## src/hw/rtl/r2h_pkg.sv

```systemverilog
// ----------------------------------------------------------------------------
// r2h_pkg: shared types and constants for the RGB to HSV converter
// Holds the divider widths, the hue sector codes and the word that the
// front end hands to the two divider pipelines.
// ----------------------------------------------------------------------------
`default_nettype none

package r2h_pkg;

  // channel and result widths
  localparam int CHAN_W = 8;
  localparam int COLOR_W = 3 * CHAN_W;
  localparam int HUE_W = 16;
  localparam int SAT_W = 16;

  // divider: remainder/divisor width covers 6*d up to 1530
  localparam int DIV_W = 11;
  localparam int QUO_W = 16;
  localparam int DIV_BPS_DEF = 2;

  // largest-channel sector, ties go to red then green
  typedef enum logic [1:0] {
    SEC_RED,
    SEC_GREEN,
    SEC_BLUE
  } r2h_sector_t;

  // word from the front end to the divider pipelines
  typedef struct packed {
    logic [DIV_W-1:0]  hue_rem;
    logic [DIV_W-1:0]  hue_div;
    logic [DIV_W-1:0]  sat_rem;
    logic [QUO_W-1:0]  sat_low;
    logic [DIV_W-1:0]  sat_div;
    logic              grey;
    logic              black;
    logic [CHAN_W-1:0] brightness;
  } r2h_front_t;

endpackage

`default_nettype wire

```

## src/hw/rtl/r2h_front.sv

```systemverilog
// ----------------------------------------------------------------------------
// r2h_front: channel split, max/min and numerator setup
// Stage 1 finds the largest and smallest channel, the sector and the
// sector difference. Stage 2 builds the hue numerator N (wrapped into
// [0, 6d)) and the saturation dividend d*65535 for the divider pipelines.
// ----------------------------------------------------------------------------
`default_nettype none

module r2h_front (
  input  wire logic                          clk,
  input  wire logic                          rst_n,
  input  wire logic                          in_vld,
  input  wire logic [r2h_pkg::COLOR_W-1:0]   in_color,
  output      logic                          out_vld,
  output      r2h_pkg::r2h_front_t           out_word
);

  localparam int CW = r2h_pkg::CHAN_W;
  localparam int DW = r2h_pkg::DIV_W;
  localparam int QW = r2h_pkg::QUO_W;
  localparam int AW = CW + QW;

  logic [CW-1:0] red, green, blue;
  logic [CW-1:0] mx_nxt, mn_nxt;
  r2h_pkg::r2h_sector_t sec_nxt;
  logic signed [CW:0] diff_nxt;

  logic                 s1_vld_r;
  logic [CW-1:0]        s1_mx_r;
  logic [CW-1:0]        s1_d_r;
  r2h_pkg::r2h_sector_t s1_sec_r;
  logic signed [CW:0]   s1_diff_r;

  logic [CW-1:0] d_sub;

  logic signed [DW:0] six_d;
  logic signed [DW:0] base;
  logic signed [DW:0] n_raw;
  logic signed [DW:0] n_wrap;
  logic [AW-1:0]      sat_num;
  r2h_pkg::r2h_front_t word_nxt;

  logic                s2_vld_r;
  r2h_pkg::r2h_front_t s2_word_r;

  // stage 1: max, min, sector and sector difference
  assign red   = in_color[3*CW-1:2*CW];
  assign green = in_color[2*CW-1:CW];
  assign blue  = in_color[CW-1:0];

  always_comb begin
    if (red >= green && red >= blue) begin
      sec_nxt  = r2h_pkg::SEC_RED;
      mx_nxt   = red;
      diff_nxt = $signed({1'b0, green}) - $signed({1'b0, blue});
    end else if (green >= blue) begin
      sec_nxt  = r2h_pkg::SEC_GREEN;
      mx_nxt   = green;
      diff_nxt = $signed({1'b0, blue}) - $signed({1'b0, red});
    end else begin
      sec_nxt  = r2h_pkg::SEC_BLUE;
      mx_nxt   = blue;
      diff_nxt = $signed({1'b0, red}) - $signed({1'b0, green});
    end
    mn_nxt = red;
    if (green < mn_nxt) mn_nxt = green;
    if (blue < mn_nxt) mn_nxt = blue;
  end

  assign d_sub = mx_nxt - mn_nxt;

  always_ff @(posedge clk) begin
    if (!rst_n) begin
      s1_vld_r <= 1'b0;
    end else begin
      s1_vld_r <= in_vld;
    end
  end

  always_ff @(posedge clk) begin
    s1_mx_r   <= mx_nxt;
    s1_d_r    <= d_sub;
    s1_sec_r  <= sec_nxt;
    s1_diff_r <= diff_nxt;
  end

  // stage 2: hue numerator with wrap, saturation dividend
  assign six_d = $signed({{(DW-CW-1){1'b0}}, s1_d_r, 2'b00})
               + $signed({{(DW-CW){1'b0}}, s1_d_r, 1'b0});

  always_comb begin
    unique case (s1_sec_r)
      r2h_pkg::SEC_RED:   base = '0;
      r2h_pkg::SEC_GREEN: base = $signed({{(DW-CW){1'b0}}, s1_d_r, 1'b0});
      r2h_pkg::SEC_BLUE:  base = $signed({{(DW-CW-1){1'b0}}, s1_d_r, 2'b00});
      default:            base = '0;
    endcase
  end

  assign n_raw  = base + $signed({{(DW-CW){s1_diff_r[CW]}}, s1_diff_r});
  assign n_wrap = n_raw[DW] ? (n_raw + six_d) : n_raw;

  // d*65535 = d*65536 - d; its top byte is d-1 for d > 0, always below max
  assign sat_num = {s1_d_r, {QW{1'b0}}} - {{QW{1'b0}}, s1_d_r};

  always_comb begin
    word_nxt.hue_rem    = n_wrap[DW-1:0];
    word_nxt.hue_div    = six_d[DW-1:0];
    word_nxt.sat_rem    = {{(DW-CW){1'b0}}, sat_num[AW-1:QW]};
    word_nxt.sat_low    = sat_num[QW-1:0];
    word_nxt.sat_div    = {{(DW-CW){1'b0}}, s1_mx_r};
    word_nxt.grey       = (s1_d_r == '0);
    word_nxt.black      = (s1_mx_r == '0);
    word_nxt.brightness = s1_mx_r;
  end

  always_ff @(posedge clk) begin
    if (!rst_n) begin
      s2_vld_r <= 1'b0;
    end else begin
      s2_vld_r <= s1_vld_r;
    end
  end

  always_ff @(posedge clk) begin
    s2_word_r <= word_nxt;
  end

  assign out_vld  = s2_vld_r;
  assign out_word = s2_word_r;

endmodule

`default_nettype wire

```

## src/hw/rtl/r2h_div.sv

```systemverilog
// ----------------------------------------------------------------------------
// r2h_div: pipelined restoring divider
// Quotient of {rem, low} / div where rem < div on entry. Each stage
// retires BPS quotient bits; a sideband word rides along with the valid.
// ----------------------------------------------------------------------------
`default_nettype none

module r2h_div #(
  parameter int DW  = 11,
  parameter int QW  = 16,
  parameter int BPS = 2,
  parameter int SBW = 1
) (
  input  wire logic           clk,
  input  wire logic           rst_n,
  input  wire logic           in_vld,
  input  wire logic [DW-1:0]  in_rem,
  input  wire logic [DW-1:0]  in_div,
  input  wire logic [QW-1:0]  in_low,
  input  wire logic [SBW-1:0] in_sb,
  output      logic           out_vld,
  output      logic [QW-1:0]  out_quo,
  output      logic [SBW-1:0] out_sb
);

  localparam int STAGES = QW / BPS;

  logic           vld_r [STAGES];
  logic [DW-1:0]  rem_r [STAGES];
  logic [DW-1:0]  div_r [STAGES];
  logic [QW-1:0]  low_r [STAGES];
  logic [QW-1:0]  quo_r [STAGES];
  logic [SBW-1:0] sb_r  [STAGES];

  for (genvar s = 0; s < STAGES; s++) begin : g_stage
    logic           src_vld;
    logic [DW-1:0]  src_rem;
    logic [DW-1:0]  src_div;
    logic [QW-1:0]  src_low;
    logic [QW-1:0]  src_quo;
    logic [SBW-1:0] src_sb;
    logic [DW-1:0]  rem_nxt;
    logic [QW-1:0]  low_nxt;
    logic [QW-1:0]  quo_nxt;

    if (s == 0) begin : g_head
      assign src_vld = in_vld;
      assign src_rem = in_rem;
      assign src_div = in_div;
      assign src_low = in_low;
      assign src_quo = '0;
      assign src_sb  = in_sb;
    end else begin : g_body
      assign src_vld = vld_r[s-1];
      assign src_rem = rem_r[s-1];
      assign src_div = div_r[s-1];
      assign src_low = low_r[s-1];
      assign src_quo = quo_r[s-1];
      assign src_sb  = sb_r[s-1];
    end

    // BPS shift/compare/subtract steps
    always_comb begin
      logic [DW:0] trial;
      rem_nxt = src_rem;
      low_nxt = src_low;
      quo_nxt = src_quo;
      for (int k = 0; k < BPS; k++) begin
        trial   = {rem_nxt, low_nxt[QW-1]};
        low_nxt = {low_nxt[QW-2:0], 1'b0};
        if (trial >= {1'b0, src_div}) begin
          trial   = trial - {1'b0, src_div};
          quo_nxt = {quo_nxt[QW-2:0], 1'b1};
        end else begin
          quo_nxt = {quo_nxt[QW-2:0], 1'b0};
        end
        rem_nxt = trial[DW-1:0];
      end
    end

    always_ff @(posedge clk) begin
      if (!rst_n) begin
        vld_r[s] <= 1'b0;
      end else begin
        vld_r[s] <= src_vld;
      end
    end

    always_ff @(posedge clk) begin
      rem_r[s] <= rem_nxt;
      div_r[s] <= src_div;
      low_r[s] <= low_nxt;
      quo_r[s] <= quo_nxt;
      sb_r[s]  <= src_sb;
    end
  end

  assign out_vld = vld_r[STAGES-1];
  assign out_quo = quo_r[STAGES-1];
  assign out_sb  = sb_r[STAGES-1];

endmodule

`default_nettype wire

```

## src/hw/rtl/rgb_to_hsv_converter_unit.sv

```systemverilog
// ----------------------------------------------------------------------------
// rgb_to_hsv_converter_unit: pipelined RGB to HSV pixel converter
// Drive start with a pixel on in_packed_color (red 23..16, green 15..8,
// blue 7..0); busy stays low, so a pixel word is taken on every cycle
// that start is high. One result word per pixel appears on out_hue,
// out_saturation and out_brightness, marked by out_valid for one cycle,
// in input order.
// Throughput: one pixel per cycle. Latency is set by the two pipelined
// dividers (hue and saturation run side by side), each retiring
// DIV_BITS_PER_STAGE quotient bits per stage, plus two front stages and
// the output register.
// Reset (rst_n low, synchronous) drops every word in flight; no result
// from before reset comes out. The receiver cannot stall: every result
// is presented exactly once and must be taken in that cycle.
// ----------------------------------------------------------------------------
`default_nettype none

module rgb_to_hsv_converter_unit #(
  parameter int DIV_BITS_PER_STAGE = r2h_pkg::DIV_BPS_DEF
) (
  input  wire logic                         clk,
  input  wire logic                         rst_n,
  input  wire logic                         start,
  output      logic                         busy,
  input  wire logic [r2h_pkg::COLOR_W-1:0]  in_packed_color,
  output      logic                         out_valid,
  output      logic [r2h_pkg::HUE_W-1:0]    out_hue,
  output      logic [r2h_pkg::SAT_W-1:0]    out_saturation,
  output      logic [r2h_pkg::CHAN_W-1:0]   out_brightness
);

  localparam int CW = r2h_pkg::CHAN_W;
  localparam int DW = r2h_pkg::DIV_W;
  localparam int QW = r2h_pkg::QUO_W;
  localparam int HUE_SBW = CW + 1;
  localparam int LATENCY = 3 + QW / DIV_BITS_PER_STAGE;

  logic                in_accept;
  logic                fr_vld;
  r2h_pkg::r2h_front_t fr_word;

  logic               hue_vld;
  logic [QW-1:0]      hue_quo;
  logic [HUE_SBW-1:0] hue_sb;
  logic               sat_vld;
  logic [QW-1:0]      sat_quo;
  logic               sat_black;

  logic                valid_r;
  logic [QW-1:0]       hue_r;
  logic [QW-1:0]       sat_r;
  logic [CW-1:0]       bright_r;

  // pipeline never backs up
  assign busy      = 1'b0;
  assign in_accept = start && !busy;

  // front end: max/min, sector, numerators
  r2h_front u_front (
    .clk      (clk),
    .rst_n    (rst_n),
    .in_vld   (in_accept),
    .in_color (in_packed_color),
    .out_vld  (fr_vld),
    .out_word (fr_word)
  );

  // hue: N*65536 / 6d, carries grey flag and brightness
  r2h_div #(
    .DW  (DW),
    .QW  (QW),
    .BPS (DIV_BITS_PER_STAGE),
    .SBW (HUE_SBW)
  ) u_hue_div (
    .clk     (clk),
    .rst_n   (rst_n),
    .in_vld  (fr_vld),
    .in_rem  (fr_word.hue_rem),
    .in_div  (fr_word.hue_div),
    .in_low  ({QW{1'b0}}),
    .in_sb   ({fr_word.grey, fr_word.brightness}),
    .out_vld (hue_vld),
    .out_quo (hue_quo),
    .out_sb  (hue_sb)
  );

  // saturation: d*65535 / max, carries black flag
  r2h_div #(
    .DW  (DW),
    .QW  (QW),
    .BPS (DIV_BITS_PER_STAGE),
    .SBW (1)
  ) u_sat_div (
    .clk     (clk),
    .rst_n   (rst_n),
    .in_vld  (fr_vld),
    .in_rem  (fr_word.sat_rem),
    .in_div  (fr_word.sat_div),
    .in_low  (fr_word.sat_low),
    .in_sb   (fr_word.black),
    .out_vld (sat_vld),
    .out_quo (sat_quo),
    .out_sb  (sat_black)
  );

  // output register; grey forces hue 0, black forces saturation 0
  always_ff @(posedge clk) begin
    if (!rst_n) begin
      valid_r <= 1'b0;
    end else begin
      valid_r <= hue_vld;
    end
  end

  always_ff @(posedge clk) begin
    hue_r    <= hue_sb[CW] ? '0 : hue_quo;
    sat_r    <= sat_black ? '0 : sat_quo;
    bright_r <= hue_sb[CW-1:0];
  end

  assign out_valid      = valid_r;
  assign out_hue        = hue_r;
  assign out_saturation = sat_r;
  assign out_brightness = bright_r;

`ifndef SYNTHESIS
  // both divider pipelines stay in step
  a_div_lockstep: assert property (@(posedge clk) disable iff (!rst_n)
    hue_vld == sat_vld)
    else $error("hue and saturation dividers out of step");

  // every result traces back to a word accepted at the pipeline input
  a_out_origin: assert property (@(posedge clk) disable iff (!rst_n)
    out_valid |-> $past(in_accept, LATENCY))
    else $error("result without matching input word");

  // black pixel gives all-zero result
  a_black_zero: assert property (@(posedge clk) disable iff (!rst_n)
    (out_valid && out_brightness == '0) |-> (out_hue == '0 && out_saturation == '0))
    else $error("black pixel with nonzero hue or saturation");

  // zero saturation means grey, so hue must be zero
  a_grey_hue: assert property (@(posedge clk) disable iff (!rst_n)
    (out_valid && out_saturation == '0) |-> (out_hue == '0))
    else $error("grey pixel with nonzero hue");
`endif

endmodule

`default_nettype wire

```

## config.mk

```make
export PLATFORM = sky130hd
export DESIGN_NAME = rgb_to_hsv_converter_unit
export DESIGN_NICKNAME = d
export VERILOG_FILES = /design/src/hw/rtl/r2h_pkg.sv /design/src/hw/rtl/r2h_front.sv /design/src/hw/rtl/r2h_div.sv /design/src/hw/rtl/rgb_to_hsv_converter_unit.sv
export SDC_FILE = /design/constraint.sdc
export NUM_CORES = 1
export LEC_CHECK = 0
export ABC_AREA = 0
export BUFFER_PORTS_ARGS = -buffer_cell sky130_fd_sc_hd__buf_2
export CORE_UTILIZATION = 60
export DETAILED_ROUTE_END_ITERATION = 6
export GPL_TIMING_DRIVEN = 0
export PLACE_DENSITY = 0.82
export RECOVER_POWER = 50
export SYNTH_ARGS = -nofsm -noshare
export SYNTH_HDL_FRONTEND = slang
export SYNTH_SLANG_ARGS = --single-unit
```

## constraint.sdc

```tcl
create_clock -name clk -period 15.33 [get_ports clk]
set_input_delay 0.7665 -clock clk [delete_from_list [all_inputs] [get_ports clk]]
set_output_delay 0.7665 -clock clk [all_outputs]
set_load 0.01 [all_outputs]
```

==> results of run 1 <==
cells by family (layout without fill, tap and decap cells):
| family | Yosys count | count (layout) |
|---|---|---|
| flops | 612 | 612 |
| mux | 187 | 187 |
| simple gates | 799 | 799 |
| buf+inv | 352 | 529 |
| compound gates | 760 | 760 |
| xor+xnor | 248 | 248 |
| other cells | 1 | 1 |
| fa+ha+maj | 392 | 392 |
worst max-delay path, cell delays in order:
cell	delay (ns)
buf_2	0.13
inv_1	0.11
ha_1	0.34
nor2b_1	0.15
o21ai_0	0.35
a21oi_1	0.11
o21ai_0	0.47
clkbuf_1	0.41
nor2_1	0.07
a21oi_1	0.19
ha_1	0.28
a2111oi_0	0.47
o21ai_0	0.16
o21bai_1	0.15
o21ai_1	0.17
clkbuf_1	0.25
o21ai_0	0.43
ha_1	0.32
a21o_1	0.18
a21o_1	0.21
a21o_1	0.21
a2111oi_0	0.50
nor3_1	0.15
xnor2_1	0.20
xnor2_1	0.16
sequential cells by signal, indices dropped and copies added, names as in the netlist, 52 cells and up:
name / cells
u_sat_div.rem_r: 77
u_front.out_word: 52
u_sat_div.quo_r: 72
u_hue_div.rem_r: 70
u_hue_div.sb_r: 72
u_hue_div.quo_r: 72
u_sat_div.low_r: 54
u_hue_div.div_r: 57
cells in the mapped netlist, types with 11 or more instances:
| master | n | area [um2] |
|---|---|---|
| a211oi_1 | 30 | 225 |
| a21o_1 | 98 | 736 |
| nand2_1 | 173 | 649 |
| o21ai_0 | 190 | 951 |
| ha_1 | 361 | 4520 |
| nand2b_1 | 37 | 231 |
| xnor2_1 | 168 | 1470 |
| dfxtp_1 | 612 | 12300 |
| a221oi_1 | 16 | 140 |
| o211ai_1 | 16 | 120 |
| a21boi_0 | 14 | 105 |
| nor3_1 | 51 | 255 |
| nor2b_1 | 103 | 644 |
| xor2_1 | 80 | 701 |
| nor2_1 | 224 | 841 |
| o31a_1 | 16 | 140 |
| inv_1 | 306 | 1150 |
| mux2_2 | 139 | 1570 |
| mux2i_1 | 38 | 380 |
| a21oi_1 | 204 | 1020 |
| fa_1 | 31 | 621 |
| o21bai_1 | 28 | 210 |
| clkbuf_1 | 30 | 113 |
| nor4_1 | 16 | 100 |
| o21a_1 | 47 | 353 |
| and2_1 | 23 | 144 |
| nand4_1 | 59 | 369 |
| and3_1 | 16 | 100 |
| a31oi_1 | 21 | 131 |
| o31ai_1 | 21 | 158 |
| or2_2 | 21 | 131 |
| nand3_1 | 34 | 170 |
| or4_1 | 11 | 82.6 |
per-stage QoR:
| step | area (um2) | setup WS (ns) |
|---|---|---|
| 6_report | 35200 | 8.92 |
| 2_1_floorplan | 31900 | 9.58 |
| 3_5_place_dp | 33000 | 8.57 |
| 4_1_cts | 35200 | 9.08 |
| 3_3_place_gp | 33000 | 8.62 |
| 5_1_grt | 35200 | 8.40 |
worst max-delay path by stage:
| stage | from | endpoint | slack (ns) | cells past startpoint |
|---|---|---|---|---|
| floorplan | in_packed_color[9] | u_front.s1_d_r[7]$_DFF_P_ | 9.58 | 24 |
| global placement | in_packed_color[9] | u_front.s1_d_r[7]$_DFF_P_ | 8.62 | 25 |
| detailed placement | in_packed_color[9] | u_front.s1_d_r[7]$_DFF_P_ | 8.57 | 25 |
| CTS | in_packed_color[9] | u_front.s1_d_r[7]$_DFF_P_ | 9.08 | 25 |
| global route | in_packed_color[9] | u_front.s1_d_r[7]$_DFF_P_ | 8.40 | 26 |
| finish | in_packed_color[9] | u_front.s1_d_r[7]$_DFF_P_ | 8.92 | 25 |
area by class of cell:
type	instances	area, um2
multi-input cells	2387	18200
inverters	308	1160
plain buffers	44	209
clock buffers	76	1700
flip-flops and latches	612	12300
fillers	4077	17400
repair buffers	67	335
clock inverters	34	418
well taps	688	861
layer usage:
layer / GRT usage [%] / vias to the layer above
li1: - / 11982
met3: 3.09 / 143
met2: 43.1 / 495
met4: 8.84 / 0
met5: 0 / -
met1: 28.9 / 10908
==> results.toml, run 1 <==
[synth]
postSynthCellCount = 3351
yosys.area_share.xor_xnor_pct = 6.82
synth_top_family_by_area = "adder cells"
synth_mux_area_share_pct = 6.58
synth.avg_cell_area_um2 = 9.51
synth_compound_area_share_pct = 15.2
synth_edf_count = 0
yosys.area_share.simple_pct = 12.5
synth_warnings = 0
synthArstFlopShare_pct = 0
yosysUniqueCellTypes = 80
yosys_register_bits = 612
ys_seq_area_share_pct = 38.5
synthAdderAreaFrac_pct = 16.1
synth_area_mm2 = 0.0319
ys.flop_type = "dfxtp_1"
synth_fp_nets = 3770

[timing]
slew_violations = 0
clock_skew_ns = 0.0229
max_freq_mhz = 156
worst_slew_pin_slew_ns = 1.37
slew_headroom_pct = 8.11
period_needed_ns = 6.41
worst_hold_slack_ns = 0.320
period_share_pct = 41.8
rsz0062_at_grt = "no"
hold_viol = 0
tns_ns = 0
setup_viol = 0

[grt]
grt_pass1_vias = 23075
grt-ovfl-total = 0
grt_start_max_net_pins = 17
grt_use_total_pct = 24.0
grt_pass1_wl_mm = 107
antenna_found_initial = 0

[routing]
drc_errors = 0
drt_pass1_iterations = 5
routed_wl_mm = 64.2
routed-wl-met2_mm = 31.3
drt_iter0_drc = 1214
via_per_inst = 5.58
wl_met1_mm = 28.3
antenna_left = 0
wl_per_cell_um = 15.2
maxUsedRoutingLayer = "met4"
num_vias = 23528
dr_wl_met3_mm = 2.62

[cells_and_area]
diodes = 0
fin_cells = 4216
post-route-util_pct = 66.9
layout_commonest_cell = "dfxtp_1"
nets = 3899
drive_gt1_share_pct = 10.6
areaGrowthSynthToFinish_pct = 10.4
layout_common_cells = "dfxtp_1, ha_1, inv_1"

[clocking]
post-cts-setup-buffers = 0
ctsHoldBuffers = 0
post_cts_resized = 0
cts-root-buf = "clkbuf_16"
clock_sinks = 612
cts_inserted_buffers = 60
clk_latency_ns = 0.63
clkTransAtPathRegs_ns = 0.07
max-clock-path-buffers = 3
cts_tree = "built"
cts_max_level = 2

[worst_setup_path]
rrSetupSlack_ns = 9.66
reg2reg_to = "u_sat_div.rem_r[0][7]$_DFF_P_"
cp-end-kind = "register"
reg2reg_depth = 20
rr_startpoint = "u_front.out_word[10]$_DFF_P_"
worst_setup_path_start_kind = "input port"
cp.required_ns = 15.88
critical_path_arrival_ns = 6.96
crit_type = "input port to register"
path_max_fanout = 10

[placement]
gp_congestion = 0.936
place_inst = 4106
portBuffers = 67
dp_hpwl_mm = 49.2

[floorplanning]
dieArea_mm2 = 0.0540
die_w_um = 232
fp-row-count = 84
ioPinCount = 69
core_mm2 = 0.0526
die_h_um = 232
start_util_pct = 60.6

[hold_path]
hold_class = "register to register"
worstHoldStart = "u_sat_div.quo_r[5][3]$_DFF_P_"
hold_path_depth = 0
hold_path_end = "u_sat_div.quo_r[6][5]$_DFF_P_"

[job]
cap_violations = 0

[run_status]
status = "finished clean"
Power of run 1 is left out: the tool's default activity adds up to more than one toggle a clock period on the data nets, which glitch-free logic cannot reach.
==> run 2, diff against run 1 <==
--- a/config.mk
+++ b/config.mk
@@ -5,12 +5,12 @@
 export SDC_FILE = /design/constraint.sdc
 export NUM_CORES = 1
 export LEC_CHECK = 0
-export ABC_AREA = 0
+export ABC_AREA = 1
 export BUFFER_PORTS_ARGS = -buffer_cell sky130_fd_sc_hd__buf_2
-export CORE_UTILIZATION = 60
+export CORE_UTILIZATION = 57
 export DETAILED_ROUTE_END_ITERATION = 6
 export GPL_TIMING_DRIVEN = 0
-export PLACE_DENSITY = 0.82
+export PLACE_DENSITY = 0.81
 export RECOVER_POWER = 50
 export SYNTH_ARGS = -nofsm -noshare
 export SYNTH_HDL_FRONTEND = slang
==> constraint.sdc (replaced) <==
create_clock -name clk -period 5.3 [get_ports clk]
set_input_delay 0.265 -clock clk [delete_from_list [all_inputs] [get_ports clk]]
set_output_delay 0.265 -clock clk [all_outputs]
set_load 0.01 [all_outputs]
==> run 2 against run 1 <==
Against the previous run: register-to-register slack worse by 8.9 ns; via count up 6.7%; routed wire length grew 1.7%; die area grew 6.0%.
==> results.toml, run 2 <==
[floorplanning]
fp-row-count = 86
dieArea_mm2 = 0.0572
die_h_um = 239
core_mm2 = 0.0553
die_w_um = 239
ioPinCount = 69
start_util_pct = 58.0

[run_status]
status = "finished clean"

[worst_setup_path]
cp-end-kind = "register"
rrSetupSlack_ns = 0.80
critical_path_arrival_ns = 5.10
reg2reg_depth = 21
path_max_fanout = 10
slowest_delay_ns = 0.46
rr_startpoint = "u_hue_div.sb_r[0][28]$_DFF_P_"
crit_top_cell = "nand2_1"
worst_setup_path_start_kind = "input port"
crit_type = "input port to register"
cp-startpoint = "in_packed_color[14]"
reg2reg_to = "u_sat_div.rem_r[4][2]$_DFF_P_"
cp.required_ns = 5.81
slowest_stage = "a211oi_1"
critPathCapture = "u_front.s1_d_r[7]$_DFF_P_"

[grt]
grt-ovfl-total = 0
antenna_found_initial = 0
grt_use_total_pct = 23.2
grt_pass1_wl_mm = 111
grt_start_max_net_pins = 17
grt_pass1_vias = 24275

[timing]
period_share_pct = 86.6
rsz0062_at_grt = "no"
hold_viol = 0
max_freq_mhz = 218
clock_skew_ns = 0.0173
tns_ns = 0
setup_viol = 0
slew_violations = 0
period_needed_ns = 4.59
worst_slew_pin_slew_ns = 0.667
slew_headroom_pct = 55.2

[routing]
antenna_left = 0
num_vias = 25115
drt_pass1_iterations = 6
routed_wl_mm = 65.3
via_per_inst = 5.16
wl_per_cell_um = 13.4
drt_iter0_drc = 1232
drc_errors = 0

[synth]
synth_area_mm2 = 0.0321
ys.flop_type = "dfxtp_1"
synth_top_area_cell = "dfxtp_1"
postSynthCellCount = 3938
synth_common_cells = "nand2_1, dfxtp_1, inv_1"
synth_edf_count = 0
synth_warnings = 0
synth.avg_cell_area_um2 = 8.15
synth_top_cell_area_share_pct = 38.2
synth.most_common_cell = "nand2_1"
yosys-top-cells-area = "dfxtp_1, ha_1, nand2_1"
yosys_register_bits = 612
synthArstFlopShare_pct = 0
yosysUniqueCellTypes = 78
ys_seq_area_share_pct = 38.2
synth_fp_nets = 4357

[clocking]
max-clock-path-buffers = 3
cts-root-buf = "clkbuf_16"
clk_latency_ns = 0.63
clkTransAtPathRegs_ns = 0.06
cts_max_level = 2
post-cts-setup-buffers = 0
clock_sinks = 612
cts_inserted_buffers = 61
cts_tree = "built"

[cells_and_area]
layout_commonest_cell = "nand2_1"
nFillCells = 4624
multi_input_comb_area_mm2 = 0.0174
areaGrowthSynthToFinish_pct = 10.7
nets = 4493
diodes = 0
largest_reg_flops = 77
regMostFlops = "u_sat_div.rem_r"
drive_gt1_share_pct = 8.49
layout_common_cells = "nand2_1, dfxtp_1, inv_1"
regArea_mm2 = 0.0123

[hold_path]
hold_class = "input port to register"
worstHoldStart = "in_packed_color[4]"

[placement]
gp_congestion = 0.939
portBuffers = 67
dp_hpwl_mm = 50.7

[job]
cap_violations = 0
[run 2: cell types whose count changed in the layout (fill, tap and decap cells not counted), moves of 92 or more]
| cell | change |
|---|---|
| xnor2_1 | -92 |
| a21oi_1 | +93 |
| nor2b_1 | -103 |
| nand3_1 | +100 |
| xor2_1 | +95 |
| inv_1 | +229 |
| nand2_1 | +619 |
| mux2_2 | -136 |
[run 2: logic make-up after synthesis]
family / share of synthesized area (%)
mux: 0.168
buf+inv: 7.50
compound gates: 12.9
fa+ha+maj: 16.0
flops: 38.2
other cells: 0.0117
xor+xnor: 7.01
simple gates: 18.2
[run 2: timing repair]
action,4_1_cts,5_1_grt
resized for setup,0,0
hold endpoints to repair,5,0
hold buffers,6,0
[run 2: final cells by class]
type | instances | share of cell area [%]
multi-input cells | 2720 | 49.1
clock inverters | 34 | 1.21
plain buffers | 46 | 0.846
well taps | 748 | 2.64
inverters | 560 | 5.93
flip-flops and latches | 612 | 34.5
repair buffers | 73 | 1.11
clock buffers | 77 | 4.69
[run 2: worst min path at each step]
stage,endpoint,slack [ns],cells past startpoint
after floorplan,out_brightness[0]$_DFF_P_,0.31,0
after detailed placement,u_hue_div.quo_r[4][4]$_DFF_P_,0.31,0
after global placement,out_brightness[0]$_DFF_P_,0.31,0
final,u_front.s1_mx_r[4]$_DFF_P_,0.04,3
after CTS,u_front.s1_mx_r[4]$_DFF_P_,0.001,3
after global routing,u_front.s1_mx_r[6]$_DFF_P_,0.02,3
[run 2: metrics by stage]
stage	std cells	setup WS (ns)	hold slack (ns)	area (um2)	util, %
4_1_cts	4870	0.713	0.00137	35500	64.2
3_3_place_gp	4753	0.209	0.310	33300	60.3
5_1_grt	4870	0.0654	0.0231	35500	64.2
3_5_place_dp	4753	0.0648	0.312	33300	60.3
2_1_floorplan	3938	1.02	0.310	32100	-
6_report	4870	0.708	0.0379	35500	64.2
[run 2: routing by layer]
layer	global-route usage, %	wire length [um]
met1	28.5	29200
met2	41.6	31600
met3	3.25	2840
met4	6.90	1630
met5	0	0
[run 2: worst max-delay path, delay by kind of cell]
family | cells | cell delay (ns)
AO/OA/AOI/OAI | 8 | 1.68
adder cells (fa/ha/maj) | 3 | 0.92
buffers and inverters | 7 | 0.85
AND/OR/NAND/NOR | 15 | 1.37
Power of run 2 is left out for the same reason.
==> run 3, diff against run 2 <==
--- a/config.mk
+++ b/config.mk
@@ -7,10 +7,10 @@
 export LEC_CHECK = 0
 export ABC_AREA = 1
 export BUFFER_PORTS_ARGS = -buffer_cell sky130_fd_sc_hd__buf_2
-export CORE_UTILIZATION = 57
+export CORE_UTILIZATION = 55
 export DETAILED_ROUTE_END_ITERATION = 6
 export GPL_TIMING_DRIVEN = 0
-export PLACE_DENSITY = 0.81
+export PLACE_DENSITY = 0.79
 export RECOVER_POWER = 50
 export SYNTH_ARGS = -nofsm -noshare
 export SYNTH_HDL_FRONTEND = slang
==> run 3 against run 2 <==
Against the previous run: global-route usage is 1.5 points lower; cell area is 0.13% higher; sequential share of layout area hardly changed; core utilization is 2.6 points lower.
==> results.toml, run 3 (synthesis results as in run 2) <==
[timing]
rsz0062_at_grt = "no"
hold_viol = 0
max_freq_mhz = 218
slew_violations = 0
worst_slew_pin_slew_ns = 0.632
period_share_pct = 86.7
setup_viol = 0
period_needed_ns = 4.60
tns_ns = 0
clock_skew_ns = 0.0227
slew_headroom_pct = 57.5

[worst_setup_path]
cp.required_ns = 5.82
worst_setup_path_start_kind = "input port"
critical_path_arrival_ns = 5.11
path_max_fanout = 10
slowest_delay_ns = 0.46
rrSetupSlack_ns = 0.87
crit_type = "input port to register"
cp-end-kind = "register"
slowest_stage = "a211oi_1"
crit_top_cell = "nand2_1"

[job]
cap_violations = 0

[clocking]
cts-root-buf = "clkbuf_16"
clock_sinks = 612
max-clock-path-buffers = 3
cts_inserted_buffers = 60
clk_latency_ns = 0.64
cts_max_level = 2
post_cts_resized = 0
cts_tree = "built"
clkTransAtPathRegs_ns = 0.06

[run_status]
status = "finished clean"

[routing]
num_vias = 24756
drt_iter0_drc = 1274
routed_wl_mm = 64.0
via_per_inst = 5.06
dr_wl_met3_mm = 2.53
wl_per_cell_um = 13.1
drc_errors = 0
wl_met1_mm = 29.6
routed-wl-met2_mm = 30.0
drt_pass1_iterations = 5
antenna_left = 0
maxUsedRoutingLayer = "met4"

[floorplanning]
die_w_um = 244
dieArea_mm2 = 0.0593
fp-row-count = 88
ioPinCount = 69
start_util_pct = 55.6
core_mm2 = 0.0577
die_h_um = 244

[cells_and_area]
layout_common_cells = "nand2_1, dfxtp_1, inv_1"
areaGrowthSynthToFinish_pct = 10.8
layout_commonest_cell = "nand2_1"
diodes = 0
nets = 4492
drive_gt1_share_pct = 8.51
largest_reg_flops = 77
regMostFlops = "u_sat_div.rem_r"

[grt]
grt_pass1_vias = 23711
grt_pass1_wl_mm = 109
grt-ovfl-total = 0
grt_start_max_net_pins = 17
grt_use_total_pct = 21.7
antenna_found_initial = 0

[placement]
portBuffers = 67
dp_hpwl_mm = 50.8
gp_congestion = 0.958

[hold_path]
hold_class = "input port to register"
==> run 3: path summary, 6_finish.rpt <==
path                            startpoint                            end  cells past startpoint
max reg2reg  u_hue_div.sb_r[0][28]$_DFF_P_  u_sat_div.rem_r[4][1]$_DFF_P_                     19
min                     in_packed_color[3]     u_front.s1_mx_r[3]$_DFF_P_                      3
max                    in_packed_color[14]      u_front.s1_d_r[7]$_DFF_P_                     31
min reg2reg   u_front.s1_diff_r[0]$_DFF_P_   u_front.out_word[59]$_DFF_P_                      0
==> run 3: routing by layer <==
metal / global-route usage [%] / vias to the layer above
met3: 3.14 / 136
met2: 37.5 / 474
met1: 27.6 / 10988
met5: 0 / -
li1: - / 13158
met4: 7.11 / 0
==> run 3: timing repair <==
item,CTS,global route
setup buffers,0,0
hold buffers,6,0
hold endpoints to repair,5,0
==> run 3: stage by stage <==
stage	cell area, um2	utilization [%]	setup WS (ns)	hold slack [ns]	std cells
6_report	35600	61.6	0.704	0.0369	4888
5_1_grt	35600	61.6	0.220	0.0287	4888
4_1_cts	35600	61.6	0.794	0.00290	4888
3_5_place_dp	33400	57.8	0.112	0.312	4770
3_3_place_gp	33400	57.8	0.296	0.310	4770
2_1_floorplan	32100	-	1.02	0.310	3938
==> run 3: worst max-delay path: cells and delay by family <==
kind,cells,cell delay [ns]
AOI/OAI and AO/OA,7,1.50
adders and majority gates,3,0.96
buffers and inverters,7,0.90
and+or+nand+nor,14,1.49
==> run 3: cell type report <==
class	instances	area [um2]
timing repair buffer	73	394
multi-input combinational	2720	17400
clock inverter	31	400
inverter	560	2110
fill	4976	22100
sequential	612	12300
buffer	46	300
tap	765	957
clock buffer	81	1720
Power of run 3 is left out for the same reason.
